File: src/sv/etp_ram.sv
// ----------------------------------------------------------------------------
// Generic RAM
// One write port and one read port with registered read data.
// ----------------------------------------------------------------------------
module etp_ram #(
    parameter int WIDTH = 8,
    parameter int DEPTH = 32
) (
    input  logic                                   i_clk,
    input  logic                                   i_wr_en,
    input  logic [((DEPTH > 1) ? $clog2(DEPTH) : 1)-1:0] i_wr_addr,
    input  logic [WIDTH-1:0]                       i_wr_data,
    input  logic                                   i_rd_en,
    input  logic [((DEPTH > 1) ? $clog2(DEPTH) : 1)-1:0] i_rd_addr,
    output logic [WIDTH-1:0]                       o_rd_data
);

    logic [WIDTH-1:0] r_mem [DEPTH];
    logic [WIDTH-1:0] r_rd_data;

    always_ff @(posedge i_clk) begin
        if (i_wr_en) begin
            r_mem[i_wr_addr] <= i_wr_data;
        end
        if (i_rd_en) begin
            r_rd_data <= r_mem[i_rd_addr];
        end
    end

    assign o_rd_data = r_rd_data;

endmodule

File: config.mk
export PLATFORM = sky130hd
export DESIGN_NAME = etp_ram
export DESIGN_NICKNAME = d
export VERILOG_FILES = /design/src/sv/etp_ram.sv
export SDC_FILE = /design/constraint.sdc
export NUM_CORES = 1
export LEC_CHECK = 0
export ABC_CLOCK_PERIOD_IN_PS = 4390
export BUFFER_PORTS_ARGS = -buffer_cell sky130_fd_sc_hd__buf_2
export CAP_MARGIN = 20
export CORE_MARGIN = 3
export CORE_UTILIZATION = 23
export CTS_BUF_LIST = sky130_fd_sc_hd__clkbuf_16
export CTS_CLUSTER_SIZE = 8
export DETAILED_ROUTE_END_ITERATION = 10
export SLEW_MARGIN = 20
export SYNTH_ARGS = -nofsm -noshare
export SYNTH_HDL_FRONTEND = slang
export SYNTH_SLANG_ARGS = --single-unit
File: constraint.sdc
create_clock -name i_clk -period 4.39 [get_ports i_clk]
set_input_delay 0.439 -clock i_clk [delete_from_list [all_inputs] [get_ports i_clk]]
set_output_delay 0.439 -clock i_clk [all_outputs]
set_load 0.02 [all_outputs]
======== Word-level counts from Yosys, hierarchy flattened ========
Memories as Yosys holds them, arrays and structs flattened. A register that Yosys moved wholly into a read port is not among the register bits.
Index checks and enable logic that the tools add are counted.
word-level totals
  bits in registers ....................... 0
  bits in latches ......................... 0
  memory bits (writable) .................. 256
  bits in read-only memories .............. 0
  bits of input ports ..................... 21
  output and inout port bits .............. 8
  logic and storage cells ................. 3
  memories kept ........................... 1
memory list
  memory  words  width  read ports  clocked after Yosys merged registers in  write ports  RTL line  text
  r_mem   32     8      1           1                                        1            18        logic [WIDTH-1:0] r_mem [DEPTH];
cells by class
  $add $sub $neg .......................... 0
  multipliers ............................. 0
  divide/modulo/power cells ............... 0
  $lt $le $gt $ge ......................... 0
  eq/ne operators ......................... 0
  shift operators ......................... 0
  muxes and demuxes ....................... 2
  bitwise gates (word level) .............. 0
  reductions and logical operators ........ 0
operators by type and width
  kind    count
  $mux 1  2

======== Logic depth before layout (Yosys ltp) ========
Gate-level depths: netlist of run 1.
  depth in word-level cells ............... 2
  gate-level depth with buffers ........... 5
  mapped depth without buffers ............ 3

======== Worst setup path before layout of run 1 ========
Ideal clock, no wire load.
  path kind ............................... input-to-reg
  start ................................... input port i_rd_addr[2] in the netlist's numbering
  end ..................................... register r_rd_data[0], in the netlist o_rd_data[0] (read register of r_mem) (data pin)
  library setup time ...................... 260 ps
  arrival ................................. 2,121 ps
  required time ........................... 4,130 ps
  setup slack ............................. 2,009 ps
  stages on the path ...................... 5
  path buffers ............................ 2
  cell sequence ........................... clkbuf_1 > clkbuf_1 > mux4_2 > mux4_2 > mux2_2
RTL lines
  element      RTL line  text
  from (decl)  14        input logic [((DEPTH > 1) ? $clog2(DEPTH) : 1)-1:0] i_rd_addr,
  to (decl)    19        logic [WIDTH-1:0] r_rd_data;

==> results by group, run 1 <==
Floorplanning
  • Width of the die: 216 um
  • Total Die Area: 46,600 um^2
  • Die height: 216 um
  • Top-level port count: 29
  • Initial core utilization: 23.4%
  • Number of placement rows: 76
  • Placeable core region: 43,300 um^2

STA
  • Post-Route Setup TNS: 0 ns
  • Worst slew margin: 33.1%
  • Achievable frequency: 397 MHz
  • Final-layout worst hold slack: 0.336 ns
  • Final period utilization: 57.4%
  • Worst Skew: 0.00994 ns
  • Hold violation count in the final report: 0
  • Time the worst path needs with I/O delays and setup: 2.52 ns
  • Number of pins exceeding their max-slew limit in the final report: 0
  • Pin slew with the least headroom to its limit: 1.00 ns
  • RSZ-0062 raised after global routing: false
  • Total setup violations reported at the end of the flow: 0

Yosys
  • Post-synthesis compound-gate area fraction: 0%
  • Mean instance size in the synthesized netlist: 24.3 um^2
  • Dominant combinational cell family by area after synthesis: multiplexers
  • Synth Area in XOR/XNOR: 0%
  • Warning count from the yosys run: 0
  • Multiplexer fraction of the synthesized cell area: 18.7%
  • Seq/Total Area, Yosys: 78.2%
  • Number of synthesized register bits: 264
  • Syn Std Cell Area: 10,100 um^2
  • Post-Synthesis Cells: 417
  • Cell variety after synth: 14
  • Synthesized net count: 438
  • Adder and majority cell fraction of the synthesized area: 0%
  • Simple logic cell fraction of the synthesized area: 2.05%

Global route
  • Vias in the first global route: 4,748
  • Gr usage total: 9.23%
  • Maximum number of pins on one net before global-route repair: 43
  • Antenna violations before repair: 3
  • Overflow after GRT: 0
  • Global-route wire length before repair: 32.3 mm

Routing
  • Wire length per cell: 20.3 um
  • Post-detailed-route count of antenna-violating nets: 0
  • Vias per inst: 4.18
  • Count of routing violations after the opening detailed-route iteration: 433
  • WL final: 21.4 mm
  • First-pass detailed-route iteration total: 5
  • Vias after detailed routing: 4,403
  • DRC violations left: 0

Worst hold path
  • Worst min-delay path class: in -> reg
  • Critical hold path startpoint: i_rd_en

Clocking
  • Clock tree from TritonCTS: done
  • Number of buffers created by CTS: 38
  • Postcts setup bufs: 0
  • Maximum clock path buffer count: 3
  • Number of levels the H-tree was split into: 2
  • CTS clock-pin slew for the worst setup and hold paths: 0.05 ns
  • Cell at the root of the clock tree: clkbuf_16
  • Number of buffers inserted for hold repair after clock tree synthesis: 0
  • Clock sinks: 264
  • Clock insertion delay at the later pin of the skew report: 0.50 ns
  • Post-cts repair resize count: 0

Setup path
  • Startpoint of the most critical register-to-register path: r_mem[21][0]$_DFFE_PP_
  • Worst Setup Start Kind: primary input
  • Required arrival time at the worst endpoint: 4.63 ns
  • Critical path origin: i_rd_addr[0]
  • Crit path kind: in -> reg
  • Worst endpoint data arrival time: 2.76 ns
  • Largest fanout of any net on the critical path: 34
  • Setup crit end kind: flop

Final layout
  • Final Instance Count excl. Fillers: 1,053
  • Most frequent cells in the layout: 264 x edfxtp_1, 80 x mux4_2, 39 x clkbuf_16
  • Number of fill cells: 4,213
  • Most common library cell in the layout ignoring fill and taps: edfxtp_1
  • Area growth from synthesis to layout: 17.8%
  • Share of cells above drive strength 1: 34.6%
  • Diodes inserted: 0
  • Final-stage net count: 489

Place
  • Inst Count DP: 1,013
  • Count of buffers from port buffering: 28
  • HPWL Detailed: 13.4 mm
  • Last weighted congestion value of the routability-driven placer: 0.738

Power
  • Areal power density over the cells: 468 nW/um^2
  • Leakage power of the design: 3.60 nW
  • Peak supply drop: 0.000239 V

Job
  • Max-cap violation count: 0

Run status
  • Status: finished clean
-- registers in the layout, summed over array words and instances (netlist names) --
register and flops:
o_rd_data 8, r_mem 256
-- metal layers --
layer | track usage [%] | share of wire (%)
met3 | 2.58 | 6.9
met4 | 2.25 | 1.6
met2 | 14.8 | 48
met1 | 12.5 | 44
met5 | 0 | 0.16
-- final timing paths --
path,end,slack [ns],depth (start not counted)
worst max-delay path,o_rd_data[0]$_DFFE_PP_,1.87,5
worst min-delay path,o_rd_data[5]$_DFFE_PP_,0.34,1
worst max register to register,o_rd_data[0]$_DFFE_PP_,2.43,3
worst min register to register,o_rd_data[5]$_DFFE_PP_,0.96,3
-- final cells by class --
type,count,area [um^2],share of cell area [%]
well taps,585,732,6.13
flip-flops and latches,264,7930,66.4
clock inverters,1,8.76,0.0734
clock buffers,39,976,8.18
multi-input cells,133,2100,17.6
repair buffers,31,190,1.59
-- kinds of logic (layout without fill, tap and decap cells) --
family | Yosys count | after routing
buf+inv | 20 | 71
flops | 264 | 264
mux | 88 | 88
simple gates | 45 | 45
-- per-stage QoR --
stage	area (um^2)	worst slack (ns)	power (mW)	util, %
floorplan	10100	2.01	3.03	-
global placement	10900	1.33	3.14	25.3
detailed placement	10900	1.30	3.15	25.3
CTS	11900	1.82	5.65	27.6
global route	11900	1.74	5.76	27.6
finish	11900	1.87	5.58	27.6
-- synth_stat cells --
cell | number | area, um^2
nand3b_1 | 5 | 37.5
or3b_2 | 3 | 26.3
buf_2 | 1 | 5.00
mux4_2 | 80 | 1800
nand2_1 | 1 | 3.75
buf_1 | 6 | 22.5
nor2_1 | 33 | 124
nand3_1 | 2 | 10.0
clkbuf_1 | 6 | 22.5
or3_1 | 1 | 6.26
buf_4 | 6 | 45.0
mux2_2 | 8 | 90.1
edfxtp_1 | 264 | 7930
buf_6 | 1 | 11.3
-- worst max-delay path, stage by stage --
cell and delay, ns:
buf_4 0.54, buf_4 0.33, mux4_2 0.57, mux4_2 0.53
mux2_2 0.29
-- where the power goes --
group	total (mW)	switching (mW)	internal, mW
clock network	2.49	0.938	1.55
logic	0.262	0.152	0.110
registers	2.83	0.0123	2.82
No activity file was read; power rests on OpenSTA's default activity.
==> inputs of run 2 (changes only) <==
- ABC_CLOCK_PERIOD_IN_PS: 4390 -> 2000
- clock period: 4.39 -> 2 ns (I/O delays scaled with it)
==> results by group, run 2 (synthesis results as in run 1) <==
Run status
  • Status: finished clean

Global route
  • Overflow after GRT: 0
  • Global-route wire length before repair: 34.2 mm
  • Vias in the first global route: 5,049
  • Antenna violations before repair: 3
  • Maximum number of pins on one net before global-route repair: 33
  • Gr usage total: 9.87%

Routing
  • Vias after detailed routing: 4,588
  • DRC violations left: 0
  • Count of routing violations after the opening detailed-route iteration: 395
  • WL final: 22.7 mm
  • Post-detailed-route count of antenna-violating nets: 0
  • First-pass detailed-route iteration total: 4
  • Vias per inst: 4.16
  • Wire length per cell: 20.6 um

Floorplanning
  • Number of placement rows: 76
  • Die height: 216 um
  • Top-level port count: 29
  • Placeable core region: 43,300 um^2
  • Initial core utilization: 23.4%
  • Width of the die: 216 um
  • Total Die Area: 46,600 um^2

Clocking
  • Maximum clock path buffer count: 3
  • Number of buffers created by CTS: 38
  • Post-cts repair resize count: 0
  • Number of buffers inserted for hold repair after clock tree synthesis: 0
  • Clock insertion delay at the later pin of the skew report: 0.50 ns
  • Postcts setup bufs: 0
  • Cell at the root of the clock tree: clkbuf_16
  • Clock sinks: 264
  • Number of levels the H-tree was split into: 2
  • CTS clock-pin slew for the worst setup and hold paths: 0.05 ns
  • Clock tree from TritonCTS: done

Final layout
  • Final-stage net count: 538
  • Area used by multi-input combinational logic: 2100 um^2
  • Finished Cell Area: 12,400 um^2
  • Post-layout util: 28.7%
  • Share of cells above drive strength 1: 40.8%
  • Area growth from synthesis to layout: 22.4%
  • Most frequent cells in the layout: 264 x edfxtp_1, 80 x mux4_2, 43 x buf_4
  • Most common library cell in the layout ignoring fill and taps: edfxtp_1
  • Final Instance Count excl. Fillers: 1,103
  • Number of fill cells: 4,180
  • Number of flip-flops in the largest register: 256
  • Sequential standard cell area: 7930 um^2
  • Register with the highest flop count: r_mem

Power
  • Peak supply drop: 0.000432 V
  • Leakage power of the design: 3.89 nW
  • Areal power density over the cells: 992 nW/um^2
  • PnR Total Power: 12.3 mW

Worst hold path
  • Worst min-delay path class: in -> reg

STA
  • Total setup violations reported at the end of the flow: 0
  • Time the worst path needs with I/O delays and setup: 1.94 ns
  • Worst Skew: 0.0214 ns
  • Worst slew margin: 58.5%
  • Final period utilization: 96.9%
  • Hold violation count in the final report: 0
  • Pin slew with the least headroom to its limit: 0.622 ns
  • RSZ-0062 raised after global routing: false
  • Number of pins exceeding their max-slew limit in the final report: 0
  • Achievable frequency: 516 MHz

Place
  • Last weighted congestion value of the routability-driven placer: 0.728
  • HPWL Detailed: 14.9 mm
  • Total cell area at the placement stage: 11,400 um^2
  • Count of buffers from port buffering: 28
  • Inst Count DP: 1,062

Setup path
  • Ordered list of cells on the worst path: mux4_2 > mux4_2 > mux2_2
  • Worst endpoint data arrival time: 2.19 ns
  • WP buf/inv: 0
  • Crit path kind: reg -> reg
  • Most numerous cell on the critical path: mux4_2
  • Worst Setup Start Kind: flop
  • Required arrival time at the worst endpoint: 2.26 ns
  • Setup crit end kind: flop
  • Worst path slowest cell: mux4_2
  • Crit path max-delay family: multiplexers
  • Max stage delay on crit path: 0.53 ns
  • Largest fanout of any net on the critical path: 1

Job
  • Max-cap violation count: 0
## run 2: changes by cell type in the layout (fill, tap and decap cells not counted), sizes merged
| cell | before | now |
|---|---|---|
| diode | 0 | 1 |
| buf | 31 | 80 |
## run 2: power breakdown
part | switching [mW] | internal [mW]
Sequential | 0.0269 | 6.19
Combinational | 0.342 | 0.293
Clock | 2.05 | 3.40
## run 2: stage by stage
stage | hold WS, ns | worst slack (ns) | TNS [ns]
final | 0.0962 | 0.0610 | 0
after global routing | 0.0847 | 0.0193 | 0
after CTS | 0.0807 | 0.0436 | 0
after detailed placement | 0.616 | -0.297 | -1.95
after global placement | 0.622 | -0.302 | -2.02
after floorplan | 0.299 | 0.00614 | 0
## run 2: layout make-up
cell class,instances,share of cell area (%)
tap,585,5.90
clock inverter,1,0.0706
timing repair buffer,80,5.31
antenna,1,0.0202
multi-input combinational,133,16.9
sequential,264,63.9
clock buffer,39,7.87
## run 2: path summary, 6_finish.rpt
path / start / end / slack [ns] / depth (start not counted)
min: i_rd_en / o_rd_data[7]$_DFFE_PP_ / 0.1 / 1
max: r_mem[21][7]$_DFFE_PP_ / o_rd_data[7]$_DFFE_PP_ / 0.06 / 3
min reg2reg: r_mem[31][7]$_DFFE_PP_ / o_rd_data[7]$_DFFE_PP_ / 0.97 / 3
max reg2reg: r_mem[21][7]$_DFFE_PP_ / o_rd_data[7]$_DFFE_PP_ / 0.06 / 3
## run 2: per-layer routing
| metal | vias up | wire length (um) | part of all wire [%] | GRT usage (%) |
|---|---|---|---|---|
| li1 | 1970 | - | - | - |
| met3 | 32 | 1450 | 6.4 | 2.25 |
| met4 | 4 | 333 | 1.5 | 2.36 |
| met5 | - | 21 | 0.093 | 0 |
| met2 | 132 | 10800 | 48 | 15.6 |
| met1 | 2450 | 10000 | 44 | 13.9 |
## run 2: worst register-to-register path, cell delays in order, from the launching register on
cell and delay [ns]:
edfxtp_1 0.36, mux4_2 0.53, mux4_2 0.53, mux2_2 0.28
==> inputs of run 3 (changes only) <==
- ABC_AREA: unset -> 1
==> results by group, run 3 <==
Place
  • Last weighted congestion value of the routability-driven placer: 0.762
  • HPWL Detailed: 16.2 mm
  • Post-placement worst setup slack: 0.323 ns
  • Count of buffers from port buffering: 28
  • Total cell area at the placement stage: 11,800 um^2

Global route
  • Overflow after GRT: 0
  • Antenna violations before repair: 3
  • Global-route wire length before repair: 41.0 mm
  • Maximum number of pins on one net before global-route repair: 76
  • Gr usage total: 10.6%
  • Vias in the first global route: 6,788

Setup path
  • WP buf/inv: 1
  • Ordered list of cells on the worst path: buf_2
  • Setup crit end kind: output port
  • Worst endpoint data arrival time: 1.17 ns
  • Required arrival time at the worst endpoint: 1.80 ns
  • Worst path slowest cell: edfxtp_1
  • Crit path kind: reg -> out
  • Max stage delay on crit path: 0.45 ns
  • Largest fanout of any net on the critical path: 1
  • Crit path max-delay family: flip-flops
  • Worst Setup Start Kind: flop

Routing
  • WL final: 26.8 mm
  • Count of routing violations after the opening detailed-route iteration: 580
  • First-pass detailed-route iteration total: 4
  • Wire length per cell: 16.8 um
  • DRC violations left: 0
  • Vias after detailed routing: 7,005
  • Vias per inst: 4.39
  • Post-detailed-route count of antenna-violating nets: 0

Clocking
  • Postcts setup bufs: 0
  • Number of levels the H-tree was split into: 2
  • Clock insertion delay at the later pin of the skew report: 0.51 ns
  • Clock sinks: 264
  • Number of buffers created by CTS: 38
  • Clock tree from TritonCTS: done
  • Post-cts repair resize count: 0
  • Number of buffers inserted for hold repair after clock tree synthesis: 0
  • Maximum clock path buffer count: 3
  • Cell at the root of the clock tree: clkbuf_16
  • CTS clock-pin slew for the worst setup and hold paths: 0.05 ns

STA
  • Achievable frequency: 732 MHz
  • Total setup violations reported at the end of the flow: 0
  • Pin slew with the least headroom to its limit: 0.748 ns
  • Worst setup margin: 0.634 ns
  • Time the worst path needs with I/O delays and setup: 1.37 ns
  • Final period utilization: 68.3%
  • Worst slew margin: 50.1%
  • Hold violation count in the final report: 0
  • Worst Skew: 0.00992 ns
  • RSZ-0062 raised after global routing: false
  • Number of pins exceeding their max-slew limit in the final report: 0
  • Post-Route Setup TNS: 0 ns

Yosys
  • Dominant combinational cell family by area after synthesis: simple AND/OR/NAND/NOR gates
  • Syn Std Cell Area: 10,900 um^2
  • Top cells by instance count after synthesis: 360 x nand2_1, 264 x edfxtp_1, 204 x nand3_1
  • Post-synthesis compound-gate area fraction: 0%
  • Largest cells by area after synthesis: edfxtp_1 73%, nand2_1 12%, nand3_1 9.4%
  • Number of synthesized flops with an enable pin: 264
  • Post-synth top area cell: edfxtp_1
  • Most frequently used flop master after synthesis: edfxtp_1
  • Synthesized net count: 943
  • Ys async rst share: 0%
  • Post-Synthesis Cells: 922
  • Seq/Total Area, Yosys: 73.0%
  • Adder and majority cell fraction of the synthesized area: 0%
  • Warning count from the yosys run: 0
  • Leading cell type by number of instances after synthesis: nand2_1
  • Synth top area share: 73.0%
  • Synth Area in XOR/XNOR: 0%
  • Simple logic cell fraction of the synthesized area: 22.9%
  • Number of synthesized register bits: 264
  • Mean instance size in the synthesized netlist: 11.8 um^2
  • Multiplexer fraction of the synthesized cell area: 0%
  • Cell variety after synth: 11

Floorplanning
  • Total Die Area: 49,900 um^2
  • Placeable core region: 46,700 um^2
  • Top-level port count: 29
  • Die height: 223 um
  • Initial core utilization: 23.3%
  • Width of the die: 223 um
  • Number of placement rows: 79

Final layout
  • Diodes inserted: 0
  • Share of cells above drive strength 1: 12.1%
  • Area growth from synthesis to layout: 18.0%
  • Most common library cell in the layout ignoring fill and taps: nand2_1
  • Most frequent cells in the layout: 360 x nand2_1, 264 x edfxtp_1, 204 x nand3_1
  • Register with the highest flop count: r_mem
  • Finished Cell Area: 12,800 um^2
  • Number of flip-flops in the largest register: 256
  • Final-stage net count: 1,007

Worst hold path
  • Worst min-delay path class: in -> reg

Run status
  • Status: finished clean

Power
  • PnR Total Power: 12.6 mW
  • Leakage power of the design: 4.68 nW
  • Areal power density over the cells: 981 nW/um^2
  • Peak supply drop: 0.000529 V

Job
  • Max-cap violation count: 0
## run 3: cell types whose count changed in the layout (fill, tap and decap cells not counted), moves of 3 or more
| cell | change |
|---|---|
| or3b_2 | -3 |
| nand3_1 | +202 |
| nand3b_1 | -5 |
| inv_1 | +8 |
| mux4_2 | -80 |
| nand2_1 | +359 |
| mux2_2 | -8 |
| buf_12 | -4 |
## run 3: stage by stage
stage | util (%) | hold WS (ns) | std cells
final | 27.5 | 0.0857 | 1594
after global routing | 27.5 | 0.0841 | 1594
after CTS | 27.5 | 0.0794 | 1594
after detailed placement | 25.3 | 0.601 | 1553
after global placement | 25.3 | 0.601 | 1553
after floorplan | - | 0.299 | 922
## run 3: final cells by class
class | instances | area [um^2]
clock buffers | 41 | 1030
multi-input cells | 596 | 2490
fillers | 4815 | 33800
well taps | 607 | 759
flip-flops and latches | 264 | 7930
repair buffers | 76 | 578
inverters | 10 | 38.8
## run 3: final timing paths
path                           from                      to  cells past startpoint  slack [ns]
min                         i_rd_en  o_rd_data[0]$_DFFE_PP_                      1        0.09
max reg2reg   r_mem[1][2]$_DFFE_PP_  o_rd_data[2]$_DFFE_PP_                      8        0.67
min reg2reg   r_mem[0][0]$_DFFE_PP_  o_rd_data[0]$_DFFE_PP_                      8        0.83
max          o_rd_data[7]$_DFFE_PP_            o_rd_data[7]                      1        0.63
## run 3: per-layer routing
layer  up-vias  wire length [um]  part of all wire [%]  track usage, %
li1       3318                 -                     -               -
met1      3405             12300                    46            14.9
met2       242             12400                    46            16.8
met3        36              1630                   6.1            1.89
met4         4               450                   1.7            3.03
met5         -                26                 0.097               0
## run 3: power breakdown
group	switching, mW	internal, mW
Sequential	0.0294	6.19
Combinational	0.551	0.204
Clock	2.05	3.55
Total	2.63	9.95
## run 3: cells by family after synthesis
| kind of cell | Yosys count |
|---|---|
| DFF | 264 |
| buffers and inverters | 62 |
| and+or+nand+nor | 596 |
